**config.mk**
```make
export PLATFORM = sky130hd
export DESIGN_NAME = tcw_ctrl
export DESIGN_NICKNAME = d
export VERILOG_FILES = /design/src/sv/tcw_pkg.sv /design/src/sv/tcw_ctrl.sv
export SDC_FILE = /design/constraint.sdc
export NUM_CORES = 1
export LEC_CHECK = 0
export BUFFER_PORTS_ARGS = -buffer_cell sky130_fd_sc_hd__buf_2
export CORE_AREA = 2 2 39 41
export DETAILED_ROUTE_END_ITERATION = 8
export DIE_AREA = 0 0 41 43
export HOLD_SLACK_MARGIN = 0.08
export PLACE_DENSITY = 0.56
export SKIP_LAST_GASP = 1
export SYNTH_ARGS = -nofsm -noshare
export SYNTH_HDL_FRONTEND = slang
export SYNTH_SLANG_ARGS = --single-unit
```
**constraint.sdc**
```tcl
create_clock -name clk -period 2 [get_ports clk]
set_clock_uncertainty 0.2 [all_clocks]
set_input_delay 0.1 -clock clk [delete_from_list [all_inputs] [get_ports clk]]
set_output_delay 0.1 -clock clk [all_outputs]
set_load 0.005 [all_outputs]
```
**src/sv/tcw_pkg.sv**
```systemverilog
// Package: shared types and constants of the text console writer
`timescale 1ns / 1ps
`default_nettype none
package tcw_pkg;

  localparam int OPCODE_W   = 2;
  localparam int CHAR_W     = 8;
  localparam int NEW_ROW_W  = 5;
  localparam int NEW_COL_W  = 7;
  localparam int CELL_ADR_W = 11;
  localparam int ROW_OUT_W  = 5;
  localparam int COL_OUT_W  = 7;
  localparam int POS_OUT_W  = 11;
  localparam int CELL_W     = 16;
  localparam int ATTR_W     = 8;
  localparam int CFG_ADDR_W = 1;
  localparam int CFG_DATA_W = 8;
  localparam int IN_TDATA_W  = 32;
  localparam int IN_TUSER_W  = OPCODE_W;
  localparam int OUT_TDATA_W = 40;

  typedef logic [OPCODE_W-1:0] opcode_t;

  localparam opcode_t OP_PUT_CHAR = 2'd0;
  localparam opcode_t OP_SET_POS  = 2'd1;
  localparam opcode_t OP_READ     = 2'd2;

  localparam logic [CFG_ADDR_W-1:0] REG_TEXT_ATTRIBUTE = 1'd0;
  localparam logic [CFG_ADDR_W-1:0] REG_CURSOR_ENABLE  = 1'd1;

  localparam logic [CHAR_W-1:0] NEWLINE_CHAR = 8'd10;
  localparam logic [CHAR_W-1:0] SPACE_CHAR   = 8'h20;
  localparam logic [ATTR_W-1:0] ATTR_RESET   = 8'h07;

  typedef struct packed {
    logic latch_item;
    logic newline;
    logic put_write;
    logic set_pos;
    logic rd_issue;
    logic scroll_start;
    logic scroll_step;
    logic load_out;
  } tcw_cmd_t;

  typedef struct packed {
    opcode_t op;
    logic    col_full;
    logic    row_last;
    logic    is_newline;
    logic    scroll_last;
  } tcw_sts_t;

endpackage
`default_nettype wire

```
**src/sv/tcw_ctrl.sv**
```systemverilog
// Controller: sequences item handling, scrolls and result transfers
`timescale 1ns / 1ps
`default_nettype none
module tcw_ctrl (
  input  wire logic              clk,
  input  wire logic              rst_n,
  input  wire logic              in_tvalid,
  output logic                   in_tready,
  output logic                   out_tvalid,
  input  wire logic              out_tready,
  input  wire tcw_pkg::tcw_sts_t sts,
  output tcw_pkg::tcw_cmd_t      cmd
);
  import tcw_pkg::*;

  localparam logic [1:0] ST_IDLE   = 2'd0;
  localparam logic [1:0] ST_EXEC   = 2'd1;
  localparam logic [1:0] ST_SCROLL = 2'd2;
  localparam logic [1:0] ST_FINISH = 2'd3;

  logic [1:0] state_r, state_nxt;
  logic       ret_finish_r, ret_finish_nxt;
  logic       out_valid_r, out_valid_nxt;
  logic       out_free;
  logic       accept;

  assign out_free   = !out_valid_r || out_tready;
  assign in_tready  = (state_r == ST_IDLE) || ((state_r == ST_FINISH) && out_free);
  assign accept     = in_tvalid && in_tready;
  assign out_tvalid = out_valid_r;

  always_comb begin
    state_nxt      = state_r;
    ret_finish_nxt = ret_finish_r;
    cmd            = '0;
    unique case (state_r)
      ST_IDLE: begin
        if (accept) begin
          cmd.latch_item = 1'b1;
          state_nxt      = ST_EXEC;
        end
      end
      ST_EXEC: begin
        unique case (sts.op)
          OP_PUT_CHAR: begin
            if (sts.col_full) begin
              // line full: wrap first, then come back for the byte
              cmd.newline = 1'b1;
              if (sts.row_last) begin
                cmd.scroll_start = 1'b1;
                ret_finish_nxt   = 1'b0;
                state_nxt        = ST_SCROLL;
              end
            end else if (sts.is_newline) begin
              cmd.newline = 1'b1;
              if (sts.row_last) begin
                cmd.scroll_start = 1'b1;
                ret_finish_nxt   = 1'b1;
                state_nxt        = ST_SCROLL;
              end else begin
                state_nxt = ST_FINISH;
              end
            end else begin
              cmd.put_write = 1'b1;
              state_nxt     = ST_FINISH;
            end
          end
          OP_SET_POS: begin
            cmd.set_pos = 1'b1;
            state_nxt   = ST_FINISH;
          end
          OP_READ: begin
            cmd.rd_issue = 1'b1;
            state_nxt    = ST_FINISH;
          end
          default: begin
            state_nxt = ST_FINISH;
          end
        endcase
      end
      ST_SCROLL: begin
        cmd.scroll_step = 1'b1;
        if (sts.scroll_last) begin
          state_nxt = ret_finish_r ? ST_FINISH : ST_EXEC;
        end
      end
      ST_FINISH: begin
        if (out_free) begin
          cmd.load_out = 1'b1;
          if (accept) begin
            cmd.latch_item = 1'b1;
            state_nxt      = ST_EXEC;
          end else begin
            state_nxt = ST_IDLE;
          end
        end
      end
      default: begin
        state_nxt = ST_IDLE;
      end
    endcase
  end

  always_comb begin
    if (cmd.load_out) begin
      out_valid_nxt = 1'b1;
    end else if (out_tready) begin
      out_valid_nxt = 1'b0;
    end else begin
      out_valid_nxt = out_valid_r;
    end
  end

  always_ff @(posedge clk) begin
    if (!rst_n) begin
      state_r      <= ST_IDLE;
      ret_finish_r <= 1'b0;
      out_valid_r  <= 1'b0;
    end else begin
      state_r      <= state_nxt;
      ret_finish_r <= ret_finish_nxt;
      out_valid_r  <= out_valid_nxt;
    end
  end

endmodule
`default_nettype wire

```
=== Yosys cells after proc, flatten, opt, wreduce, memory -nomap -nowiden ===
Cells that the tools add are included.
W data, S select, Z words.

* Word-level logic and storage cells: 58
* Output and inout port bits: 10
* Bits of input ports: 10
* Flip-flop bits (word level): 4

* Equal/unequal tests: 9
* Mux-type cells: 35
* Reductions and logical operators: 11

{| class="wikitable"
|+ Operators with widths
! kind !! count
|-
| $mux W1 || 24
|-
| $mux W2 || 8
|-
| $pmux W2 S4 || 1
|-
| $reduce_and A4 Y1 || 2
|-
| $eq A2 B2 Y1 const B || 3
|-
| $ne A2 B2 Y1 const B || 3
|-
| $mux W5 || 1
|-
| $eq A2 B1 Y1 const B || 2
|-
| $logic_not A2 Y1 || 2
|-
| $ne A4 B4 Y1 const B || 1
|-
| $reduce_bool A2 Y1 || 2
|-
| $logic_and A1 B1 Y1 || 2
|-
| $logic_or A1 B1 Y1 || 2
|-
| $pmux W1 S2 || 1
|-
| $logic_not A1 Y1 || 1
|}

=== Depth between registers and ports, before layout ===
* Depth in word-level cells: 8
* Gate-level depth with buffers: 6
* Depth with buffers taken out: 6

=== Worst setup path after synthesis ===
OpenSTA, ideal clock, no wires.

* Path type: register -> register
* Start: register state_r[0]
* End: register state_r[1]
* Arrival: 1.453 ns
* Stages on the path, launching flop included: 6
* Slack: 0.258 ns
* Required time: 1.712 ns
* Path buffers: 0
* Path through: dfxtp_1 -> inv_1 -> ha_1 -> a222oi_1 -> a31oi_1 -> a311oi_2

* Word-level cells in the longest chain between the ends: 6
* Elaborated cells between the ends (all ways): 13

{| class="wikitable"
|+ RTL lines
! what !! RTL line !! RTL
|-
| start, declared || tcw_ctrl.sv:21 || <nowiki>logic [1:0] state_r, state_nxt;</nowiki>
|-
| start signal, assigned || tcw_ctrl.sv:120 || <nowiki>state_r <= state_nxt;</nowiki>
|-
| $eq A2 B2 Y1 || tcw_ctrl.sv:28, tcw_ctrl.sv:36 ||
|-
| $logic_and A1 B1 Y1 || tcw_ctrl.sv:28 || <nowiki>assign in_tready = (state_r == ST_IDLE) || ((state_r == ST_FINISH) && out_free);</nowiki>
|-
| $logic_or A1 B1 Y1 || tcw_ctrl.sv:28 ||
|-
| $logic_and A1 B1 Y1 || tcw_ctrl.sv:29 || <nowiki>assign accept = in_tvalid && in_tready;</nowiki>
|-
| $ne A2 B2 Y1 (no source line) || - ||
|-
| $reduce_and A4 Y1 (no source line) || - ||
|}

Several ways; a longest one is shown, not always the timed one.
A chain may end at the register's enable or synchronous reset.

==> flow_summary.json <==
{
  "ant_nets": 0,
  "p_total_uw": 530,
  "initial_utilization_pct": 26.7,
  "rows": 14,
  "grt_pass1_wl_mm": 1.37,
  "cp_data_arrival_time_ns": 1.58,
  "wire_per_inst_um": 10.5,
  "dieWidth_um": 41,
  "hp-start": "in_tvalid",
  "grt_overflow": 0,
  "postPlaceCellArea_sq_um": 477,
  "cts_root_buf": "clkbuf_4",
  "final_util_pct": 40.1,
  "whs_path_depth": 3,
  "rr_worst_depth": 6,
  "synth-async-reset-ratio_pct": 0,
  "synth_area_sq_um": 369,
  "setup_slack_ns": 0.122,
  "dp_hpwl_um": 634,
  "min_to": "state_r[0]",
  "via_per_inst": 4.60,
  "synth_cell_types": 24,
  "crit_path_max_fanout": 5,
  "grt_antenna_before_repair": 0,
  "cts_buffers": 3,
  "synth-seq-cells": 4,
  "hp-class": "in -> reg",
  "slowest_delay_ns": 0.35,
  "setup_viol": 0,
  "maxSlewViolCount": 0,
  "clk_latency_ns": 0.24,
  "register_area_sq_um": 80.1,
  "yosys_warnings": 0,
  "area_growth_pct": 50.5,
  "pre_cts_ws_ns": 0.118,
  "ys_seq_area_share_pct": 21.7,
  "clkTransAtPathRegs_ns": 0.04,
  "drive_above_1_share_pct": 44.8,
  "synth_ff_type": "dfxtp_1",
  "most-common-layout-cells": "19 x buf_2, 5 x inv_1, 4 x ha_1, 4 x dlygate4sd3_1, 4 x dfxtp_1",
  "ios": 20,
  "cts_tree": "done",
  "period_share_pct": 93.9,
  "wl_um": 868,
  "dpl.cell_count": 75,
  "pwr-share-comb_pct": 56.4,
  "first_pass_iters": 4,
  "critPathSlowestCell": "dfxtp_1",
  "hold_ws_ns": 0.154,
  "outcome": "finished, final reports clean",
  "path_delay_family": "simple AND/OR/NAND/NOR gates",
  "hold_violations": 0,
  "diodes": 0,
  "design.die.area_sq_um": 1760,
  "power_density_nw_per_um2": 954,
  "final_cell_count_no_fill": 83,
  "syn_area_per_cell_sq_um": 9.00,
  "synth_edf_count": 0,
  "required_ns": 1.70,
  "p_int_uw": 333,
  "p_sw_share_pct": 37.2,
  "io_buffers": 19,
  "synthCells": 41,
  "gp_congestion": 0.740,
  "max-vdd-ir-drop_v": 0.000376,
  "rsz0062_at_grt": "no",
  "rr_startpoint": "state_r[0]",
  "globalRoute.busiestLayer": "met2",
  "cp_num_buf_inv": 2,
  "startpoint_type": "flop",
  "die_h_um": 43,
  "cap_violations": 0,
  "drc_errors": 0,
  "grt_use_met1_pct": 13.8,
  "cts_max_level": 1,
  "grt_util_all_layers_pct": 11.6,
  "p_sw_uw": 197,
  "layout_commonest_cell": "buf_2",
  "clkSinkCount": 4,
  "fillers": 149,
  "power.static_leakage_nw": 0.277,
  "relSlewSlack_pct": 80.9,
  "core_area_sq_um": 1380,
  "design_area_sq_um": 556,
  "final_nets": 84,
  "clockBufferDepth": 2,
  "path_class": "reg -> out",
  "grtUsageMet3_pct": 6.28,
  "end_kind": "primary output",
  "synth_nets": 56,
  "crit_chain": "inv_1 > ha_2 > nor3b_4 > o21a_1 > and2_1 > buf_2",
  "grt_pass1_vias": 362,
  "timing.fmax_mhz": 532,
  "drt-initial-drc-count": 9,
  "r2r_setup_slack_ns": 0.15,
  "multi_input_area_sq_um": 272,
  "pwr-share-seq_pct": 24.0,
  "tns_ns": 0,
  "worst_pin_slew_ns": 0.285,
  "r2r_end": "state_r[1]",
  "gr-usage-met2_pct": 17.2,
  "p_clk_share_pct": 19.7,
  "grt_max_degree": 6,
  "vias": 382,
  "fin_crit_ns": 1.88
}
==> worst max path at each step <==
stage	start	endpoint	slack [ns]	cells after the start
4_1_cts	state_r[1]	cmd[2]	0.07	6
5_1_grt	state_r[1]	cmd[2]	0.001	6
6_report	state_r[1]	cmd[2]	0.12	6
3_5_place_dp	state_r[0]	state_r[1]	0.12	5
3_3_place_gp	state_r[0]	state_r[0]	0.18	5
2_1_floorplan	state_r[0]	state_r[1]	0.26	5
==> power by group through the flow <==
stage | Combinational, mW | Sequential, mW | Clock, mW
after global placement | 0.266 | 0.127 | 0
after detailed placement | 0.266 | 0.128 | 0
after global routing | 0.338 | 0.131 | 0.116
after floorplan | 0.188 | 0.123 | 0
after CTS | 0.275 | 0.127 | 0.109
final | 0.299 | 0.127 | 0.104
==> layout make-up <==
class,instances,share of cell area [%]
Clock buffer,3,4.05
Tap cell,16,3.60
Inverter,5,3.38
Sequential cell,4,14.4
Multi-Input combinational cell,31,48.9
Timing Repair Buffer,24,25.7
==> what timing repair did <==
| item | in CTS | in global routing |
|---|---|---|
| gates resized for setup | 0 | 2 |
| setup buffers | 0 | 1 |
| setup endpoints to repair | 0 | 3 |
| endpoints found under the hold margin | 4 | 0 |
| hold buffers | 4 | 0 |
==> kinds of logic (layout without fill, tap and decap cells) <==
| group | after synthesis | in the layout | share of synthesized area (%) |
|---|---|---|---|
| simple gates | 15 | 15 | 30.9 |
| compound gates | 11 | 11 | 23.4 |
| flops | 4 | 4 | 21.7 |
| fa+ha+maj | 5 | 5 | 16.9 |
| buf+inv | 6 | 32 | 7.12 |
==> state kept, by name, indices dropped and copies added, names as in the netlist <==
| signal | flops |
|---|---|
| ret_finish_r | 1 |
| out_tvalid | 1 |
| state_r | 2 |
==> cell usage after synthesis, types with 2 or more instances <==
cell / number / area (sq um)
nor2_1: 2 / 7.51
nor3b_1: 2 / 15.0
a311oi_1: 2 / 17.5
and3b_1: 2 / 17.5
ha_1: 5 / 62.6
dfxtp_1: 4 / 80.1
inv_1: 5 / 18.8
a21oi_1: 3 / 15.0
==> worst reg2reg max path, cell delays in order, from the launching register on <==
cell and delay (ns):
dfxtp_1 0.39, inv_1 0.10, ha_1 0.25, a222oi_1 0.34, buf_4 0.17, a31oi_1 0.09, a311oi_2 0.23
==> metal layers <==
layer  part of all wire [%]  up-vias
met5                      0        -
met4                   0.81        0
met3                    6.3        2
met2                     47       10
met1                     46      170
li1                       -      200
Note: power is estimated with default switching activity, not from simulation.
